[config.mk]
export PLATFORM = sky130hd
export DESIGN_NAME = triple_box_blur_line
export DESIGN_NICKNAME = d
export VERILOG_FILES = /design/src/rtl/tbb_pkg.sv /design/src/rtl/tbb_cell.sv /design/src/rtl/triple_box_blur_line.sv
export SDC_FILE = /design/constraint.sdc
export NUM_CORES = 2
export LEC_CHECK = 0
export BUFFER_PORTS_ARGS = -buffer_cell sky130_fd_sc_hd__buf_4
export CORE_UTILIZATION = 44
export CTS_CLUSTER_DIAMETER = 100
export DETAILED_ROUTE_END_ITERATION = 10
export PLACE_DENSITY = 0.65
export SETUP_SLACK_MARGIN = 0.4
export SLEW_MARGIN = 20
export SYNTH_ARGS = -nofsm -noshare
export SYNTH_HDL_FRONTEND = slang
export SYNTH_HIERARCHICAL = 1
export SYNTH_SLANG_ARGS = --single-unit
[constraint.sdc]
create_clock -name clk -period 11.2 [get_ports clk]
set_input_delay 1.12 -clock clk [delete_from_list [all_inputs] [get_ports clk]]
set_output_delay 1.12 -clock clk [all_outputs]
set_load 0.05 [all_outputs]
[src/rtl/tbb_pkg.sv]
`default_nettype none
package tbb_pkg;

  localparam int SAMPLE_W  = 8;
  localparam int DIAM_W    = 5;
  localparam int LOBE_W    = 4;
  localparam int COUNT_W   = 5;
  localparam int SUM_W     = 13;
  localparam int INV_W     = 15;
  localparam int SUM_SHIFT = 15;
  localparam int PROD_W    = SUM_W + INV_W;
  localparam int WIN_DEPTH = 32;
  localparam int PTR_W     = $clog2(WIN_DEPTH);
  localparam int POS_W     = 6;

  localparam logic [DIAM_W-1:0] DIAM_MIN   = DIAM_W'(2);
  localparam logic [DIAM_W-1:0] DIAM_RESET = DIAM_W'(2);

  typedef enum logic [1:0] {
    PASS_ONE,
    PASS_TWO,
    PASS_THREE
  } pass_t;

  typedef struct packed {
    logic [SAMPLE_W-1:0] val;
    logic                last;
  } item_t;

  typedef struct packed {
    logic [LOBE_W-1:0] left;
    logic [LOBE_W-1:0] right;
  } lobe_t;

  // lobe sizes of one pass for a diameter
  function automatic lobe_t lobes(input logic [DIAM_W-1:0] d, input pass_t p);
    lobe_t             lb;
    logic [LOBE_W-1:0] h;
    h = d[DIAM_W-1:1];
    lb.left  = h;
    lb.right = h;
    if (!d[0]) begin
      case (p)
        PASS_ONE:   lb.right = h - LOBE_W'(1);
        PASS_TWO:   lb.left  = h - LOBE_W'(1);
        PASS_THREE: lb.left  = h;
        default:    lb.left  = h;
      endcase
    end
    return lb;
  endfunction

  function automatic logic [COUNT_W-1:0] count_of(input lobe_t lb);
    return COUNT_W'(lb.left) + COUNT_W'(lb.right) + COUNT_W'(1);
  endfunction

  // ceil(2^15 / count)
  function automatic logic [INV_W-1:0] inv_of(input logic [COUNT_W-1:0] c);
    logic [INV_W-1:0] v;
    case (c)
      5'd2:    v = 15'd16384;
      5'd3:    v = 15'd10923;
      5'd4:    v = 15'd8192;
      5'd5:    v = 15'd6554;
      5'd6:    v = 15'd5462;
      5'd7:    v = 15'd4682;
      5'd8:    v = 15'd4096;
      5'd9:    v = 15'd3641;
      5'd10:   v = 15'd3277;
      5'd11:   v = 15'd2979;
      5'd12:   v = 15'd2731;
      5'd13:   v = 15'd2521;
      5'd14:   v = 15'd2341;
      5'd15:   v = 15'd2185;
      5'd16:   v = 15'd2048;
      5'd17:   v = 15'd1928;
      5'd18:   v = 15'd1821;
      5'd19:   v = 15'd1725;
      5'd20:   v = 15'd1639;
      5'd21:   v = 15'd1561;
      5'd22:   v = 15'd1490;
      5'd23:   v = 15'd1425;
      5'd24:   v = 15'd1366;
      5'd25:   v = 15'd1311;
      5'd26:   v = 15'd1261;
      5'd27:   v = 15'd1214;
      5'd28:   v = 15'd1171;
      5'd29:   v = 15'd1130;
      5'd30:   v = 15'd1093;
      5'd31:   v = 15'd1058;
      default: v = 15'd16384;
    endcase
    return v;
  endfunction

endpackage
`default_nettype wire

[src/rtl/tbb_cell.sv]
`default_nettype none
module tbb_cell (
  input  wire logic                          clk,
  input  wire logic                          rst_n,
  input  wire tbb_pkg::pass_t                pass_sel,
  input  wire logic [tbb_pkg::DIAM_W-1:0]    d_in,
  output logic      [tbb_pkg::DIAM_W-1:0]    d_out,
  input  wire logic                          in_valid,
  output logic                               in_ready,
  input  wire tbb_pkg::item_t                in_item,
  output logic                               out_valid,
  input  wire logic                          out_ready,
  output tbb_pkg::item_t                     out_item
);
  import tbb_pkg::*;

  typedef enum logic [1:0] {
    S_IDLE,
    S_EMIT,
    S_FLUSH
  } state_t;

  state_t              st_r;
  logic [SAMPLE_W-1:0] win_r [WIN_DEPTH];
  logic [PTR_W-1:0]    wp_r;
  logic [SAMPLE_W-1:0] first_r;
  logic [SAMPLE_W-1:0] last_r;
  logic [POS_W-1:0]    n_r;
  logic [POS_W-1:0]    n_nxt;
  logic [SUM_W-1:0]    s_r;
  logic [LOBE_W-1:0]   i_r;
  logic [DIAM_W-1:0]   d_r;
  logic                ov_r;
  logic [SAMPLE_W-1:0] od_r;
  logic                ol_r;

  lobe_t               lb_acc;
  lobe_t               lb_run;
  logic [COUNT_W-1:0]  cnt_acc;
  logic [COUNT_W-1:0]  cnt_run;
  logic [SAMPLE_W-1:0] x;
  logic [SAMPLE_W-1:0] v_acc;
  logic [SAMPLE_W-1:0] v_fl;
  logic [COUNT_W-1:0]  off_fl;
  logic [SUM_W-1:0]    s_acc;
  logic [SUM_W-1:0]    s_fl;
  logic                emit_fl;
  logic                load_ok;
  logic                load_o;
  logic                acc;
  logic [PROD_W-1:0]   prod;
  logic [SAMPLE_W-1:0] box;

  assign x       = in_item.val;
  assign lb_acc  = lobes((n_r == '0) ? d_in : d_r, pass_sel);
  assign lb_run  = lobes(d_r, pass_sel);
  assign cnt_acc = count_of(lb_acc);
  assign cnt_run = count_of(lb_run);
  assign in_ready = (st_r == S_IDLE);
  assign acc     = in_valid && in_ready;
  assign load_ok = !ov_r || out_ready;
  assign n_nxt   = (n_r == '1) ? n_r : n_r + POS_W'(1);

  // sample leaving the window as a new one enters
  assign v_acc = (n_r < POS_W'(cnt_acc)) ? first_r : win_r[wp_r - PTR_W'(cnt_acc)];
  assign s_acc = (n_r == '0) ? SUM_W'(cnt_acc) * SUM_W'(x)
                             : s_r + SUM_W'(x) - SUM_W'(v_acc);

  // tail: window slides past the line end, padded with the last sample
  assign off_fl  = COUNT_W'(lb_run.left) + COUNT_W'(lb_run.right) - COUNT_W'(i_r);
  assign v_fl    = (n_r < POS_W'(off_fl)) ? first_r
                                          : win_r[wp_r - PTR_W'(1) - PTR_W'(off_fl)];
  assign s_fl    = s_r + SUM_W'(last_r) - SUM_W'(v_fl);
  assign emit_fl = ((POS_W+1)'(n_r) + (POS_W+1)'(i_r)) >= (POS_W+1)'(lb_run.right);

  // output register takes a new result this cycle
  assign load_o  = load_ok && ((st_r == S_EMIT) || ((st_r == S_FLUSH) && emit_fl));

  assign prod = PROD_W'(s_r) * PROD_W'(inv_of(cnt_run));
  assign box  = prod[SUM_SHIFT +: SAMPLE_W];

  always_ff @(posedge clk) begin
    if (acc) begin
      win_r[wp_r] <= x;
    end
  end

  always_ff @(posedge clk) begin
    if (!rst_n) begin
      st_r    <= S_IDLE;
      ov_r    <= 1'b0;
      n_r     <= '0;
      wp_r    <= '0;
      i_r     <= '0;
      d_r     <= DIAM_RESET;
      s_r     <= '0;
      first_r <= '0;
      last_r  <= '0;
    end else begin
      if (ov_r && out_ready && !load_o) begin
        ov_r <= 1'b0;
      end
      case (st_r)
        S_IDLE: begin
          if (in_valid) begin
            wp_r   <= wp_r + PTR_W'(1);
            s_r    <= s_acc;
            last_r <= x;
            if (n_r == '0) begin
              first_r <= x;
              d_r     <= d_in;
            end
            if (in_item.last) begin
              i_r  <= '0;
              st_r <= S_FLUSH;
            end else begin
              n_r <= n_nxt;
              if (n_r >= POS_W'(lb_acc.right)) begin
                st_r <= S_EMIT;
              end
            end
          end
        end
        S_EMIT: begin
          if (load_ok) begin
            ov_r <= 1'b1;
            od_r <= box;
            ol_r <= 1'b0;
            st_r <= S_IDLE;
          end
        end
        S_FLUSH: begin
          if (!emit_fl || load_ok) begin
            s_r <= s_fl;
            if (emit_fl) begin
              ov_r <= 1'b1;
              od_r <= box;
              ol_r <= (i_r == lb_run.right);
            end
            if (i_r == lb_run.right) begin
              st_r <= S_IDLE;
              n_r  <= '0;
            end else begin
              i_r <= i_r + LOBE_W'(1);
            end
          end
        end
        default: st_r <= S_IDLE;
      endcase
    end
  end

  assign out_valid    = ov_r;
  assign out_item.val  = od_r;
  assign out_item.last = ol_r;
  assign d_out        = d_r;

  a_last_starts_flush: assert property (@(posedge clk) disable iff (!rst_n)
    acc && in_item.last |=> st_r == S_FLUSH)
    else $error("line end did not start the tail flush");

  a_flush_step_in_range: assert property (@(posedge clk) disable iff (!rst_n)
    st_r == S_FLUSH |-> i_r <= lb_run.right)
    else $error("flush step beyond right lobe");

  a_emit_after_lobe: assert property (@(posedge clk) disable iff (!rst_n)
    st_r == S_EMIT |-> n_r > POS_W'(lb_run.right))
    else $error("output released before the right lobe filled");

endmodule
`default_nettype wire

[src/rtl/triple_box_blur_line.sv]
`default_nettype none
// three cascaded box blurs along one line of 8-bit alpha samples, a
// fixed-point stand-in for a gaussian. samples arrive in line order on the
// in_ stream, in_tlast marks the line's last pixel; blurred pixels leave in
// the same order on out_, out_tlast on the final one. the diameter register
// (2..31, lower values act as 2) sets the lobes and is picked up at the
// first sample of each line. each pass is one cell of a three-cell chain
// holding its own 32-deep window and running sum; a cell takes an item
// while idle and registers any result once its output register is free,
// and only then accepts the next sample. at line end each cell flushes
// its tail, padding the window with the line's last sample.
module triple_box_blur_line (
  input  wire logic       clk,
  input  wire logic       rst_n,
  input  wire logic       in_tvalid,
  output logic            in_tready,
  input  wire logic [7:0] in_tdata,   // sample[7:0]
  input  wire logic       in_tlast,   // line_end
  output logic            out_tvalid,
  input  wire logic       out_tready,
  output logic      [7:0] out_tdata,  // blurred[7:0]
  output logic            out_tlast,  // is_last
  input  wire logic       cfg_we,
  input  wire logic [4:0] cfg_wdata   // diameter
);
  import tbb_pkg::*;

  logic [DIAM_W-1:0] diam_r;
  logic [DIAM_W-1:0] diam_eff;
  logic [DIAM_W-1:0] d01;
  logic [DIAM_W-1:0] d12;
  logic [DIAM_W-1:0] d2x;

  item_t in_item;
  item_t i01;
  item_t i12;
  item_t res;
  logic  v01, r01, v12, r12;

  // diameter register, clamped at the low end
  always_ff @(posedge clk) begin
    if (!rst_n) begin
      diam_r <= DIAM_RESET;
    end else if (cfg_we) begin
      diam_r <= cfg_wdata;
    end
  end

  assign diam_eff = (diam_r < DIAM_MIN) ? DIAM_MIN : diam_r;

  assign in_item.val  = in_tdata;
  assign in_item.last = in_tlast;

  // pass one latches the diameter per line and hands it down the chain
  tbb_cell u_pass_one (
    .clk      (clk),
    .rst_n    (rst_n),
    .pass_sel (PASS_ONE),
    .d_in     (diam_eff),
    .d_out    (d01),
    .in_valid (in_tvalid),
    .in_ready (in_tready),
    .in_item  (in_item),
    .out_valid(v01),
    .out_ready(r01),
    .out_item (i01)
  );

  tbb_cell u_pass_two (
    .clk      (clk),
    .rst_n    (rst_n),
    .pass_sel (PASS_TWO),
    .d_in     (d01),
    .d_out    (d12),
    .in_valid (v01),
    .in_ready (r01),
    .in_item  (i01),
    .out_valid(v12),
    .out_ready(r12),
    .out_item (i12)
  );

  tbb_cell u_pass_three (
    .clk      (clk),
    .rst_n    (rst_n),
    .pass_sel (PASS_THREE),
    .d_in     (d12),
    .d_out    (d2x),
    .in_valid (v12),
    .in_ready (r12),
    .in_item  (i12),
    .out_valid(out_tvalid),
    .out_ready(out_tready),
    .out_item (res)
  );

  assign out_tdata = res.val;
  assign out_tlast = res.last;

  a_diam_chain_legal: assert property (@(posedge clk) disable iff (!rst_n)
    d2x >= DIAM_MIN && d12 >= DIAM_MIN)
    else $error("latched diameter below minimum");

endmodule
`default_nettype wire
==> flow_metrics.env <==
export IMPL_status="finished, final reports clean"
export IMPL_stdcell_area_um2=82500
export IMPL_die_h_um=417
export IMPL_yosysTopAreaCellShare_pct=31.4
export IMPL_setup_tns_ps=0
export IMPL_firstDrtPassIters=8
export IMPL_worstMarginPinSlew_ps=1150
export IMPL_portBuffers=29
export IMPL_dp_hpwl_mm=139
export IMPL_drive_gt1_share_pct=13.2
export IMPL_synthCells=6763
export IMPL_path_clk_slew_ps=80
export IMPL_post_cts_buffers=0
export IMPL_period_share_pct=89.7
export IMPL_cts_buffer_depth=3
export IMPL_setup_viol=0
export IMPL_drc=0
export IMPL_syn_area_um2=75900
export IMPL_ys_ff_latch=956
export IMPL_yosys_cell_types_count=101
export IMPL_cts_buffers=103
export IMPL_route_detailed_wl_per_inst_um=21.4
export IMPL_overflow=0
export IMPL_rsz0062_at_grt="no"
export IMPL_netlist_top_cells_area="edfxtp_1 (31%), fa_1 (14%), mux4_2 (11%)"
export IMPL_arrival_ps=10480
export IMPL_cp_common_cell="fa_1"
export IMPL_synthArstFlopShare_pct=0
export IMPL_reg2reg_depth=31
export IMPL_reg2reg_slack_ps=1150
export IMPL_syn_area_per_cell_um2=11.2
export IMPL_cts_hold_buf=0
export IMPL_synth_ff_type="edfxtp_1"
export IMPL_crit_path_top_delay_cell="fa_1"
export IMPL_wirelength_mm=195
export IMPL_first_global_vias=53400
export IMPL_synth_edf_count=795
export IMPL_holdCritPathClass="flop to flop"
export IMPL_final_antenna_net_count=0
export IMPL_grt_usage_pct=22.4
export IMPL_min_period_ps=10050
export IMPL_yosysSeqAreaShare_pct=35.7
export IMPL_vias=52400
export IMPL_cp_top_family="adder cells"
export IMPL_hold_viol_final=0
export IMPL_path_class="flop to flop"
export IMPL_antenna_found_initial=1
export IMPL_reg2reg_from="u_pass_two/d_out[0]"
export IMPL_yosysWarningCount=6
export IMPL_post_dp_cell_area_um2=79000
export IMPL_holdCritStartpoint="u_pass_two/last_r[0]"
export IMPL_setup_worst_path_start_class="flop"
export IMPL_cp_max_fo=19
export IMPL_synthToLayoutAreaGrowth_pct=8.68
export IMPL_start_util_pct=44.3
export IMPL_n_antenna_cell=0
export IMPL_numClockSinks=956
export IMPL_crit_required_ps=11630
export IMPL_finalNetCount=7686
export IMPL_clock_latency_ps=770
export IMPL_crit_buf_inv=5
export IMPL_via_per_inst=5.77
export IMPL_io_pin_count=30
export IMPL_whs_path_depth=2
export IMPL_clock_root_buffer="clkbuf_16"
export IMPL_drt_initial_drc_count=4474
export IMPL_timing_fmax_mhz=99.5
export IMPL_htreeDepth=3
export IMPL_cts_resized=0
export IMPL_grt_max_degree=49
export IMPL_slowest_delay_ps=820
export IMPL_whs_endpoint="u_pass_two/last_r[0]"
export IMPL_tritoncts="yes"
export IMPL_dieArea_um2=174000
export IMPL_core_um2=172000
export IMPL_grt_pass1_wl_mm=306
export IMPL_critPathCaptureType="flop"
export IMPL_synth_top_area_cell="edfxtp_1"
export IMPL_r2r_end="u_pass_two/od_r[7]"
export IMPL_rows=152
export IMPL_relSlewSlack_pct=23.0
export IMPL_cap_violations=0
export IMPL_place_congestion=0.889
export IMPL_die_w_um=417
export IMPL_clock_skew_ps=83.7
export IMPL_slew_violations=0
==> sequential cells by signal (all words and copies together) (netlist names), 8 cells and up <==
signal                cells
u_pass_one/first_r        8
u_pass_two/first_r        8
u_pass_three/win_r      256
u_pass_one/win_r        256
u_pass_one/od_r           8
u_pass_one/s_r           13
u_pass_three/s_r         13
u_pass_three/first_r      8
u_pass_one/last_r         8
u_pass_three/last_r       8
u_pass_two/od_r           8
u_pass_two/last_r         8
u_pass_two/s_r           13
u_pass_three/od_r         8
u_pass_two/win_r        256
==> stage by stage <==
stage	utilization [%]	setup WS, ps	instances	hold slack [ps]
6_report	48.1	1150	9086	462
5_1_grt	48.1	463	9086	492
4_1_cts	48.1	919	9085	466
3_5_place_dp	46.0	926	8893	456
3_3_place_gp	46.0	1090	8893	452
2_1_floorplan	-	2270	6785	441
==> Yosys cell counts (45+ instances only) <==
| library cell | n |
|---|---|
| a211o_1 | 53 |
| a211oi_1 | 86 |
| a21o_1 | 74 |
| a21oi_1 | 317 |
| a31oi_1 | 46 |
| and2_1 | 269 |
| and3_1 | 45 |
| buf_1 | 47 |
| clkbuf_1 | 271 |
| dfxtp_1 | 161 |
| edfxtp_1 | 795 |
| fa_1 | 522 |
| ha_1 | 456 |
| inv_1 | 788 |
| mux2_2 | 59 |
| mux2i_1 | 135 |
| mux4_2 | 384 |
| nand2_1 | 720 |
| nand3_1 | 77 |
| nor2_1 | 402 |
| nor2b_1 | 105 |
| o211ai_1 | 82 |
| o21ai_0 | 163 |
| xnor2_1 | 153 |
| xor2_1 | 66 |
==> worst register-to-register path, delay by kind of cell (launching register included) <==
family | cells | cell delay (ps)
AO/OA/AOI/OAI | 6 | 1470
XOR/XNOR | 3 | 950
flip-flops | 1 | 300
AND/OR/NAND/NOR | 8 | 2190
adder cells (fa/ha/maj) | 9 | 4470
buffers and inverters | 5 | 350
==> metal layers <==
metal	vias to the layer above	routed length, µm	track usage [%]
li1	23700	-	-
met1	26600	81500	29.7
met2	1799	96600	38.4
met3	339	11300	2.68
met4	0	5460	6.62
met5	-	0	0
==> cells by family after synthesis <==
kind of cell | synth area share, %
and+or+nand+nor | 11.4
DFF | 35.7
other | 0.00989
AOI/OAI and AO/OA | 9.01
muxes | 14.1
xor gates and xnor gates | 2.73
buffers and inverters | 5.80
adders and majority gates | 21.3
==> final cells by class <==
cell class	instances	area [µm²]
fill	15400	89000
multi-input combinational	4677	44800
sequential	956	27100
inverter	794	2990
tap	2310	2890
clock buffer	117	2640
timing repair buffer	157	1220
clock inverter	75	896
==> placed cells by master (no fill, tap or decap), types with 27 or more instances in the layout <==
cell / count
edfxtp_1: 795
inv_1: 788
nand2_1: 720
fa_1: 516
ha_1: 449
nor2_1: 401
mux4_2: 384
a21oi_1: 317
and2_1: 269
o21ai_0: 163
dfxtp_1: 161
buf_4: 153
xnor2_1: 146
mux2i_1: 135
nor2b_1: 105
clkbuf_16: 103
a211oi_1: 86
o211ai_1: 82
nand3_1: 77
a21o_1: 74
xor2_1: 60
mux2_2: 59
a211o_1: 53
a31oi_1: 45
and3_1: 45
a31o_2: 44
nor3_1: 42
nand2b_1: 34
nand4_1: 27
==> worst max path at each step <==
stage,from,endpoint,cells after the start
floorplan,u_pass_one/d_out[0],u_pass_one/od_r[7],35
global placement,u_pass_one/d_out[0],u_pass_one/od_r[7],32
detailed placement,u_pass_one/d_out[0],u_pass_one/od_r[7],32
CTS,u_pass_one/d_out[0],u_pass_one/od_r[7],32
global route,u_pass_two/d_out[0],u_pass_two/od_r[7],31
finish,u_pass_two/d_out[0],u_pass_two/od_r[7],31
Power is left out: the tool's default activity adds up to more than one toggle a clock period on the data nets, which glitch-free logic cannot reach.
